===== config.mk =====
export PLATFORM = sky130hd
export DESIGN_NAME = two_channel_trimmed_window_mean_unit
export DESIGN_NICKNAME = d
export VERILOG_FILES = /design/src/sv/tctwm_pkg.sv /design/src/sv/two_channel_trimmed_window_mean_unit.sv
export SDC_FILE = /design/constraint.sdc
export NUM_CORES = 1
export LEC_CHECK = 0
export BUFFER_PORTS_ARGS = -buffer_cell sky130_fd_sc_hd__clkbuf_2
export CORE_MARGIN = 2
export CORE_UTILIZATION = 42
export DETAILED_ROUTE_END_ITERATION = 16
export PLACE_DENSITY = 0.69
export SLEW_MARGIN = 20
export SYNTH_ARGS = -nofsm -noshare
export SYNTH_HDL_FRONTEND = slang
export SYNTH_SLANG_ARGS = --single-unit

===== constraint.sdc =====
create_clock -name clk -period 17.2 [get_ports clk]
set_input_delay 0.86 -clock clk [delete_from_list [all_inputs] [get_ports clk]]
set_output_delay 0.86 -clock clk [all_outputs]
set_load 0.01 [all_outputs]

===== src/sv/tctwm_pkg.sv =====
`timescale 1ns / 1ps
// ----------------------------------------------------------------------------
// tctwm_pkg
// Shared widths and channel indexes for the two-channel trimmed window mean.
// ----------------------------------------------------------------------------
package tctwm_pkg;

	localparam int unsigned SAMPLE_W   = 16;
	localparam int unsigned SUM_W      = 22;
	localparam int unsigned DROP_W     = SAMPLE_W + 1;
	localparam int unsigned CNT_W      = 6;
	localparam int unsigned TRIM_COUNT = 2;

	localparam int unsigned NCH = 2;

	typedef enum logic {
		CH_TVOC = 1'b0,
		CH_ECO2 = 1'b1
	} chan_t;

	typedef logic [SAMPLE_W-1:0] sample_t;
	typedef logic [SUM_W-1:0]    sum_t;
	typedef logic [DROP_W-1:0]   drop_t;
	typedef logic [CNT_W-1:0]    count_t;

endpackage


===== src/sv/two_channel_trimmed_window_mean_unit.sv =====
`timescale 1ns / 1ps
// ----------------------------------------------------------------------------
// two_channel_trimmed_window_mean_unit
// Per-channel sum, min and max over WINDOW sample pairs; on the last pair of
// a window drops one min and one max and divides by WINDOW-2 (truncating).
//
//   channel   handshake                  payload
//   sample    sample_valid/sample_ready  tvoc_sample, eco2_sample
//   mean      mean_valid/mean_ready      tvoc_mean, eco2_mean
//
// One item is taken per cycle while sample_ready is high; the accumulator
// update is one add and compare. A window's means pass from stage 1 through
// trim subtract, reciprocal multiply and remainder fix-up into the output.
// Reset clears the window state and all stage valids.
// A stalled mean only blocks the closing item of a later window, and only
// once all four result stages are full.
// ----------------------------------------------------------------------------
module two_channel_trimmed_window_mean_unit #(
	parameter int unsigned WINDOW = 10
) (
	input  logic                         clk,
	input  logic                         arst_n,
	input  logic                         sample_valid,
	output logic                         sample_ready,
	input  logic [tctwm_pkg::SAMPLE_W-1:0] tvoc_sample,
	input  logic [tctwm_pkg::SAMPLE_W-1:0] eco2_sample,
	output logic                         mean_valid,
	input  logic                         mean_ready,
	output logic [tctwm_pkg::SAMPLE_W-1:0] tvoc_mean,
	output logic [tctwm_pkg::SAMPLE_W-1:0] eco2_mean
);

	import tctwm_pkg::*;

	localparam int unsigned DIVISOR     = (WINDOW > TRIM_COUNT) ? WINDOW - TRIM_COUNT : 1;
	localparam int unsigned RECIP_SHIFT = SUM_W + 1;
	localparam int unsigned RECIP_W     = SUM_W + 2;
	localparam int unsigned PROD_W      = SUM_W + RECIP_W;
	localparam logic [RECIP_W-1:0] RECIP =
		RECIP_W'((64'd1 << RECIP_SHIFT) / DIVISOR);
	localparam sum_t   DIV_V    = SUM_W'(DIVISOR);
	localparam count_t WIN_LAST = CNT_W'(WINDOW - 1);

	// window state
	count_t  count_q;
	sum_t    sum_q [NCH];
	sample_t min_q [NCH];
	sample_t max_q [NCH];

	sample_t samp     [NCH];
	sample_t min_next [NCH];
	sample_t max_next [NCH];
	sum_t    sum_next [NCH];
	drop_t   drop_next[NCH];

	// result pipeline
	logic    v_s1, v_s2, v_s3;
	sum_t    sum_s1  [NCH];
	drop_t   drop_s1 [NCH];
	sum_t    rest_s2 [NCH];
	sum_t    rest_s3 [NCH];
	sum_t    qest_s3 [NCH];

	sum_t              rest_c [NCH];
	logic [PROD_W-1:0] prod_c [NCH];
	sum_t              rem_c  [NCH];
	sum_t              quot_c [NCH];

	logic out_free, s3_free, s2_free, s1_free;
	logic last_sample, accept, close;

	assign samp[CH_TVOC] = tvoc_sample;
	assign samp[CH_ECO2] = eco2_sample;

	assign out_free = !mean_valid || mean_ready;
	assign s3_free  = !v_s3 || out_free;
	assign s2_free  = !v_s2 || s3_free;
	assign s1_free  = !v_s1 || s2_free;

	assign last_sample  = (count_q >= WIN_LAST);
	assign sample_ready = !last_sample || s1_free;
	assign accept       = sample_valid && sample_ready;
	assign close        = accept && last_sample;

	always_comb begin
		for (int c = 0; c < NCH; c++) begin
			min_next[c]  = (samp[c] < min_q[c]) ? samp[c] : min_q[c];
			max_next[c]  = (samp[c] > max_q[c]) ? samp[c] : max_q[c];
			sum_next[c]  = sum_q[c] + SUM_W'(samp[c]);
			drop_next[c] = DROP_W'(min_next[c]) + DROP_W'(max_next[c]);
		end
	end

	always_comb begin
		for (int c = 0; c < NCH; c++) begin
			rest_c[c] = (sum_s1[c] >= SUM_W'(drop_s1[c])) ?
				sum_s1[c] - SUM_W'(drop_s1[c]) : '0;
			prod_c[c] = PROD_W'(rest_s2[c]) * PROD_W'(RECIP);
			rem_c[c]  = rest_s3[c] - SUM_W'(qest_s3[c] * DIV_V);
			quot_c[c] = (rem_c[c] >= DIV_V) ? qest_s3[c] + SUM_W'(1) : qest_s3[c];
		end
	end

	always_ff @(posedge clk or negedge arst_n) begin
		if (!arst_n) begin
			count_q <= '0;
			for (int c = 0; c < NCH; c++) begin
				sum_q[c] <= '0;
				min_q[c] <= '1;
				max_q[c] <= '0;
			end
		end else if (accept) begin
			if (last_sample) begin
				count_q <= '0;
				for (int c = 0; c < NCH; c++) begin
					sum_q[c] <= '0;
					min_q[c] <= '1;
					max_q[c] <= '0;
				end
			end else begin
				count_q <= count_q + CNT_W'(1);
				for (int c = 0; c < NCH; c++) begin
					sum_q[c] <= sum_next[c];
					min_q[c] <= min_next[c];
					max_q[c] <= max_next[c];
				end
			end
		end
	end

	always_ff @(posedge clk or negedge arst_n) begin
		if (!arst_n) begin
			v_s1       <= 1'b0;
			v_s2       <= 1'b0;
			v_s3       <= 1'b0;
			mean_valid <= 1'b0;
		end else begin
			if (s1_free)  v_s1       <= close;
			if (s2_free)  v_s2       <= v_s1;
			if (s3_free)  v_s3       <= v_s2;
			if (out_free) mean_valid <= v_s3;
		end
	end

	always_ff @(posedge clk) begin
		if (close) begin
			for (int c = 0; c < NCH; c++) begin
				sum_s1[c]  <= sum_next[c];
				drop_s1[c] <= drop_next[c];
			end
		end
		if (v_s1 && s2_free) begin
			for (int c = 0; c < NCH; c++) begin
				rest_s2[c] <= rest_c[c];
			end
		end
		if (v_s2 && s3_free) begin
			for (int c = 0; c < NCH; c++) begin
				rest_s3[c] <= rest_s2[c];
				qest_s3[c] <= prod_c[c][RECIP_SHIFT +: SUM_W];
			end
		end
		if (v_s3 && out_free) begin
			tvoc_mean <= quot_c[CH_TVOC][SAMPLE_W-1:0];
			eco2_mean <= quot_c[CH_ECO2][SAMPLE_W-1:0];
		end
	end

endmodule


### Word level (Yosys, flattened, before mapping)

Memory sizes are Yosys's and may differ from the RTL's.
Cells that the tools add are included.

* logic and storage cells: 71
* input port bits: 36
* bits in writable memories: 204
* output and inout bits: 34
* memories: 5
* bits in registers: 150

Memory list
* rest_s2: words 2, width 22, read ports 2, clocked after Yosys merged registers in 0, write ports 2, line two_channel_trimmed_window_mean_unit.sv:60 `sum_t rest_s2 [NCH];`
* rest_s3: words 2, width 22, read ports 2, clocked after Yosys merged registers in 0, write ports 2, line two_channel_trimmed_window_mean_unit.sv:61 `sum_t rest_s3 [NCH];`
* sum_s1: words 2, width 22, read ports 2, clocked after Yosys merged registers in 0, write ports 2, line two_channel_trimmed_window_mean_unit.sv:58 `sum_t sum_s1 [NCH];`
* qest_s3: words 2, width 19, read ports 2, clocked after Yosys merged registers in 0, write ports 2, line two_channel_trimmed_window_mean_unit.sv:62 `sum_t qest_s3 [NCH];`
* drop_s1: words 2, width 17, read ports 2, clocked after Yosys merged registers in 0, write ports 2, line two_channel_trimmed_window_mean_unit.sv:59 `drop_t drop_s1 [NCH];`

* multiplexer cells: 18
* reduce and logical (&&, ||, !) cells: 15
* add/subtract/negate cells: 11
* order comparisons: 9

Operators with widths (count)
* $mux W16: 6
* $mux W32: 2
* $add A22 B16 Y22: 2
* $ge A22 B17 Y1: 2
* $ge A22 B4 Y1 const B: 2
* $mux W22: 2
* $mux W44: 1
* $sub A22 B17 Y22: 2
* $sub A22 B22 Y22: 2
* $add A16 B16 Y17: 2
* $add A16 B1 Y16 const B: 2
* $gt A16 B16 Y1: 2
* $lt A16 B16 Y1: 2
* $add A6 B1 Y6 const B: 1
* $ge A6 B4 Y1 const B: 1
* $mux W1: 6
* $mux W6: 1
* $logic_and A1 B1 Y1: 5
* $logic_not A1 Y1: 5
* $logic_or A1 B1 Y1: 5

### Logic depth before layout (Yosys ltp)

Gate-level depths: netlist (run 1).

* depth in word-level cells: 10
* gate-level depth with buffers: 21
* mapped depth without buffers: 19

### Least setup slack after synthesis (run 1)

No wires, ideal clock.

* path type: register -> register
* start point: reg count_q[0]
* end point: mem drop_s1[0][0] in the netlist's numbering (enable)
* path buffers: 1
* slack: 11.701 ns
* setup time: 0.516 ns
* period minus slack after synthesis: 5.499 ns
* stages on the path, launching flop included: 9
* data arrival time: 4.983 ns
* required time: 16.684 ns
* cells stage by stage: dfrtp_1 -> ha_1 -> nor2_1 -> nand2_1 -> a211oi_1 -> or2_2 -> nand2_1 -> clkbuf_1 -> nor2_1

RTL lines
* start: declaration: line two_channel_trimmed_window_mean_unit.sv:45 `count_t count_q;`
* start signal: assignment: line two_channel_trimmed_window_mean_unit.sv:121 `count_q <= count_q + CNT_W'(1);`
* end: declaration: line two_channel_trimmed_window_mean_unit.sv:59

==> out/metrics.cfg, run 1 <==
[cts]
cts_max_path_buffers=3
root_buffer=clkbuf_16
h-tree-depth=1
clkTransAtPathRegs_ns=0.07
cts_setup_buffers=0
ctsResizeCount=0
tritoncts=yes
cts_sinks=292
clk_latency_ns=0.58
cts_buffers=31
postCtsHoldBufs=0

[global_route]
grt_max_degree=78
grt_pass1_vias=12070
grt_usage=0.1747
grt-ovfl-total=0
grt_pass1_wl_um=62630
antenna_found_initial=3

[timing]
max_freq_ghz=0.2003
finalCritPeriodShare=0.2903
fin_skew_ns=0.01395
relSlewSlack=0.3874
hold_viol=0
period_needed_ns=4.993
setup_tns_ns=0
rsz0062_at_grt=no
final-setup-viol-count=0
drv_slew=0
worst_pin_slew_ns=0.9188

[worst_setup_path]
path_buf_inv=2
critPathRequiredTime_ns=17.52
reg2reg_to=drop_s1[0][16]
worst_setup_path_start_kind=input port
max_stage_delay_ns=0.69
cp_max_fo=17
critPathArrivalTime_ns=5.32
worstPathCellList=clkbuf_2 -> ha_1 -> nand4_1 -> or2_1 -> or3_1 -> nor2b_2 -> mux2_2 -> ha_1 -> inv_1 -> fa_1 -> nor2b_1 -> o21a_1 -> o21ai_0 -> a2111oi_0 -> nor4_1 -> o21ai_0
cp_num_cells=16
startpoint=tvoc_sample[14]
path_delay_family=simple AND/OR/NAND/NOR gates
r2r_slack_ns=12.22
critPathCaptureType=register
critPathSlowestCell=a2111oi_0
crit_end=drop_s1[0][16]
ff2ff_path_depth=16
r2r-start=max_q[29]
critPathKind=input port to register

[logic_synthesis]
ys_ff_latch=292
yosysWarnings=0
synth_cells=1576
synth_cell_type_count=82
yosysSeqAreaShare=0.4739
synth.most_common_cell=edfxtp_1
synth_ff_type=edfxtp_1
syn-num-nets=1779
synthTopCellsByArea=edfxtp_1, dfrtp_1, ha_1
synth_top_area_frac=0.3013
synth_edf_count=174
avgSynthCellArea_sq_um=11.00
netlist_top_cells_count=edfxtp_1, ha_1, inv_1, nand2_1, dfrtp_1
syn_area_sq_mm=0.01734
async_flop_share=0.4041
yosys.area.top_type=edfxtp_1

[pwr]
p_leak_nw=8.442
power_density_mw_per_mm2=216.4
vdd.ir_drop.worst_uv=101.8

[route]
dr_wl_met2_um=16980
m1WireLength_um=17830
vias=12240
wl_met3_um=2082
drtPass1Iterations=5
wl_um=37740
drt-initial-drc-count=926
drc=0
ant_nets=0
routed_via_density=5.566
dr.max_layer_used=met5
wl_per_cell_um=17.17

[placement]
gp_congestion=0.8840
hpwl_um=27160
numPlacedInstances=2138
portBuffers=69

[final_layout]
drive_gt1_frac=0.1448
nNetsFinal=1843
fin_cells=2198
nFillCells=3648
ff_latch_area_sq_mm=0.008218
area_growth_pct=11.27
multi_input_comb_area_sq_mm=0.008356

[status]
status=completed

[floorplan]
die_y_um=207.2
start_util=0.4247
ios=70
coreArea_sq_mm=0.04083
rows=74
die-area_sq_mm=0.04293
fp.dieW_um=207.2

[run]
max_cap_viol_count=0

[hold_path]
hold_class=input port to async pin

registers in the layout, indices dropped and copies added (netlist names):
signal,flops
max_q,32
min_q,32
v_s3,1
drop_s1,34
mean_valid,1
eco2_mean,16
sum_q,44
tvoc_mean,16
sum_s1,44
rest_s2,32
count_q,6
v_s2,1
rest_s3,32
v_s1,1
worst register-to-register path: stages (launching register included):
cell	delay (ns)
dfrtp_1	0.39
inv_1	0.08
ha_1	0.30
nand4_1	0.14
or2_1	0.29
or3_1	0.65
nor2b_2	0.35
mux2_2	0.26
ha_1	0.16
inv_1	0.06
fa_1	0.39
nor2b_1	0.13
o21a_1	0.13
o21ai_0	0.17
a2111oi_0	0.69
nor4_1	0.12
o21ai_0	0.44
layout by cell type, fill, tap and decap left out, types with 33 or more instances in the layout:
| master | netlist | layout |
|---|---|---|
| xnor2_1 | 58 | 58 |
| o21ai_0 | 79 | 79 |
| nor2_1 | 84 | 83 |
| inv_1 | 137 | 137 |
| edfxtp_1 | 174 | 174 |
| ha_1 | 163 | 163 |
| clkbuf_2 | 1 | 68 |
| nand3_1 | 46 | 46 |
| nand2_1 | 92 | 91 |
| a21oi_1 | 69 | 68 |
| o31ai_1 | 38 | 38 |
| a21o_1 | 60 | 60 |
| dfrtp_1 | 86 | 86 |
| o22a_1 | 33 | 33 |
metal layers:
metal,track usage,up-vias
li1,-,5973
met1,0.2458,5872
met2,0.2774,325
met3,0.02744,63
met4,0.05443,2
met5,0,-
through the flow:
step | util | hold slack [ns] | area (sq um) | total power, mW | setup slack [ns]
6_report | 0.4725 | 0.1858 | 19290 | 4.175 | 12.21
4_1_cts | 0.4717 | 0.4187 | 19260 | 4.182 | 12.27
2_1_floorplan | - | 0.4003 | 17340 | 2.979 | 11.70
3_3_place_gp | 0.4458 | 0.4029 | 18200 | 3.415 | 11.76
3_5_place_dp | 0.4458 | 0.4045 | 18200 | 3.470 | 11.70
5_1_grt | 0.4725 | 0.1804 | 19290 | 4.517 | 11.74
cells by family (layout without fill, tap and decap cells):
logic type      count (synthesis)  count (layout)  share of synthesized area
mux                            39              39                    0.02749
xor+xnor                       86              86                    0.04344
flops                         292             292                     0.4739
compound gates                462             462                     0.1921
buf+inv                       190             278                    0.04553
simple gates                  340             340                    0.09532
fa+ha+maj                     167             167                     0.1222
other cells                     0               2                          0
report_power, final:
group	total (mW)	switching, mW	internal [mW]	leakage [nW]
clock	0.690	0.303	0.387	0.497
combinational	2.16	1.23	0.929	4.88
sequential	1.33	0.137	1.19	3.07
how the worst min path moves through the flow:
stage	depth (start not counted)	to	startpoint	slack, ns
floorplan	0	eco2_mean[0]	rest_s3[0][25]	0.40
global placement	0	rest_s3[0][12]	rest_s2[0][12]	0.40
detailed placement	0	eco2_mean[0]	rest_s3[0][25]	0.40
CTS	0	rest_s3[0][17]	rest_s2[0][17]	0.42
global route	1	max_q[11]	arst_n	0.18
finish	1	max_q[11]	arst_n	0.19
area by class of cell:
type                       instances  share of cell area
antenna                            2           0.0002594
clock buffer                      32             0.04092
clock inverter                    25             0.01381
inverter                         137             0.02665
multi-input combinational       1094              0.4330
sequential                       292              0.4259
tap                              532             0.03450
timing repair buffer              84             0.02490
Note: power is estimated with default switching activity, not from simulation.
==> inputs of run 2 (changes only) <==
ABC_AREA = 1   (was unset)
clock period = 4.75 ns   (was 17.2 ns; I/O delays follow)
==> run 2 against run 1 <==
Against the previous run: sequential cell count did not move; via count rose by 24%; combinational power rose to 4.1 times the previous value; setup slack got worse by 11 ns; sequential power rose to 3.3 times the previous value; die area rose by 7.5%; sequential share of layout area fell by 3.0 points; largest cell class unchanged; critical endpoint is now drop_s1[0][12]; design area rose by 7.6%; area after synthesis rose by 7.6%; cell count rose by 35%; routed wire length rose by 20%; critical path depth rose by 1.
==> out/metrics.cfg, run 2 <==
[route]
drtPass1Iterations=7  ; +2
wl_um=45270  ; +20%
ant_nets=0  ; unchanged
routed_via_density=5.114  ; -8.1%
drt-initial-drc-count=1266  ; +37%
wl_per_cell_um=15.25  ; -11%
vias=15180  ; +24%
drc=0  ; unchanged

[logic_synthesis]
synth.most_common_cell=nand2_1
yosysWarnings=0  ; unchanged
netlist_top_cells_count=nand2_1, inv_1, nand3_1, edfxtp_1, ha_1
synthTopCellsByArea=edfxtp_1, nand2_1, dfrtp_1
synth_cell_type_count=41  ; -50%
yosys.area.top_type=edfxtp_1
synth_ff_type=edfxtp_1
synth_edf_count=174  ; unchanged
syn-num-nets=2473  ; +39%
synth_top_area_frac=0.2800  ; -0.02133
async_flop_share=0.4041  ; unchanged
avgSynthCellArea_sq_um=8.221  ; -25%
ys_ff_latch=292  ; unchanged
syn_area_sq_mm=0.01866  ; +7.6%
yosysSeqAreaShare=0.4404  ; -0.03355
synth_cells=2270  ; +44%

[worst_setup_path]
critPathCaptureType=register
critPathMostFrequentCell=nand2_1
worstPathCellList=inv_1 -> ha_1 -> nand4_1 -> nor3_1 -> nand2_2 -> nand2_2 -> nand2_1 -> nand2_1 -> ha_1 -> inv_1 -> fa_1 -> o21ai_1 -> a21oi_1 -> o21ai_1 -> nand2_1 -> nand3_1 -> nand2_1
cp_max_fo=17  ; unchanged
critPathRequiredTime_ns=5.05  ; -12.47 ns
critPathKind=register to register
critPathSlowestCell=dfstp_2
critPathArrivalTime_ns=4.31  ; -1.01 ns
startpoint=min_q[31]
worst_setup_path_start_kind=register
path_buf_inv=2  ; unchanged
path_delay_family=simple AND/OR/NAND/NOR gates
r2r-start=min_q[31]
max_stage_delay_ns=0.53  ; -0.16 ns

[placement]
gp_congestion=0.9325  ; +5.5%
portBuffers=69  ; unchanged
numPlacedInstances=2905  ; +36%
hpwl_um=34140  ; +26%

[final_layout]
area_growth_pct=11.24  ; about the same
layout.cells.most_common_list=nand2_1, inv_1, nand3_1, edfxtp_1, ha_1
nNetsFinal=2554  ; +39%
antenna_cells=0  ; -2
layout_commonest_cell=nand2_1
top_regs=sum_q: 44 flops, sum_s1: 44 flops, drop_s1: 34 flops
drive_gt1_frac=0.09087  ; -0.05396
fin_cells=2969  ; +35%

[floorplan]
coreArea_sq_mm=0.04403  ; +7.8%
rows=77  ; +4.1%
ios=70  ; unchanged
die_y_um=214.8  ; +3.7%
die-area_sq_mm=0.04613  ; +7.5%
fp.dieW_um=214.8  ; +3.7%
start_util=0.4239  ; -0.0008257

[cts]
cts_max_path_buffers=3  ; unchanged
clkTransAtPathRegs_ns=0.06  ; about the same
cts_sinks=292  ; unchanged
root_buffer=clkbuf_16
postCtsHoldBufs=2  ; +2
clk_latency_ns=0.55  ; -0.03 ns
ctsResizeCount=0  ; unchanged
tritoncts=yes
cts_setup_buffers=0  ; unchanged
cts_buffers=34  ; +9.7%
h-tree-depth=2  ; +1

[global_route]
grt_pass1_vias=14630  ; +21%
grt_max_degree=108  ; +38%
grt-ovfl-total=0  ; unchanged
grt_pass1_wl_um=74600  ; +19%
grt_usage=0.1984  ; +0.02369
antenna_found_initial=0  ; -3

[pwr]
power_density_mw_per_mm2=766.3  ; +250%
vdd.ir_drop.worst_uv=305.3  ; +200%
p_leak_nw=10.21  ; +21%

[timing]
max_freq_ghz=0.2488
hold_viol=0  ; unchanged
drv_slew=0  ; unchanged
rsz0062_at_grt=no
setup_tns_ns=0  ; unchanged
relSlewSlack=0.3665  ; -0.02092
finalCritPeriodShare=0.8461
fin_skew_ns=0.02493  ; +0.01098 ns
final-setup-viol-count=0  ; unchanged
period_needed_ns=4.019
worst_pin_slew_ns=0.9474  ; +0.02856 ns

[hold_path]
worst_hold_startpoint=eco2_sample[0]
hold_class=input port to register

[run]
max_cap_viol_count=0  ; unchanged

[status]
status=completed

[run 2: power breakdown]
| part | switching [mW] | internal, mW | total [mW] |
|---|---|---|---|
| Clock | 1.10 | 1.55 | 2.65 |
| Combinational | 5.78 | 3.03 | 8.82 |
| Sequential | 0.369 | 4.07 | 4.44 |
[run 2: path summary, 6_finish.rpt]
kind / endpoint / slack (ns) / cells after the start
setup / recovery: drop_s1[0][12] / 0.73 / 17
hold / removal: sum_s1[0][22] / 0.11 / 2
setup reg to reg: drop_s1[0][12] / 0.73 / 17
hold reg to reg: tvoc_mean[4] / 0.41 / 0
max in group asynchronous: max_q[29] / 3.40 / 3
min in group asynchronous: max_q[0] / 0.23 / 2
[run 2: stage by stage]
stage	power, mW	setup WS (ns)	hold slack (ns)	util	cell area, sq um
global placement	12.96	0.8837	0.2578	0.4456	19620
floorplan	10.83	1.504	-0.05809	-	18660
finish	15.91	0.7311	0.1094	0.4715	20760
detailed placement	13.15	0.7816	0.2594	0.4457	19620
CTS	15.90	0.7424	0.06703	0.4715	20760
global route	17.38	0.4110	0.1145	0.4715	20760
[run 2: worst reg2reg max path, stage by stage (launching register included)]
cell,delay (ns)
dfstp_2,0.53
inv_1,0.05
ha_1,0.31
nand4_1,0.14
nor3_1,0.25
nand2_2,0.29
nand2_2,0.38
nand2_1,0.13
nand2_1,0.09
ha_1,0.16
inv_1,0.07
fa_1,0.42
o21ai_1,0.25
a21oi_1,0.23
o21ai_1,0.24
nand2_1,0.10
nand3_1,0.08
nand2_1,0.05
[run 2: area by class of cell]
cell class / count / area [sq um]
Sequential cell: 292 / 8218
Clock buffer: 44 / 918.4
Clock inverter: 18 / 198.9
Timing Repair Buffer: 81 / 446.7
Inverter: 313 / 1176
Fill cell: 4259 / 23270
Multi-Input combinational cell: 1629 / 9061
Tap cell: 592 / 740.7
[run 2: logic make-up after synthesis]
group	synth area share
AND/OR/NAND/NOR	0.2650
buffers and inverters	0.07469
flip-flops	0.4404
AO/OA/AOI/OAI	0.07958
adder cells (fa/ha/maj)	0.1136
XOR/XNOR	0.02675
[run 2: per-layer routing]
layer,global-route usage,up-vias,share of wire
li1,-,7650,-
met1,0.2876,6972,0.48
met2,0.2987,476,0.42
met3,0.03340,85,0.066
met4,0.06991,0,0.029
met5,0,-,0
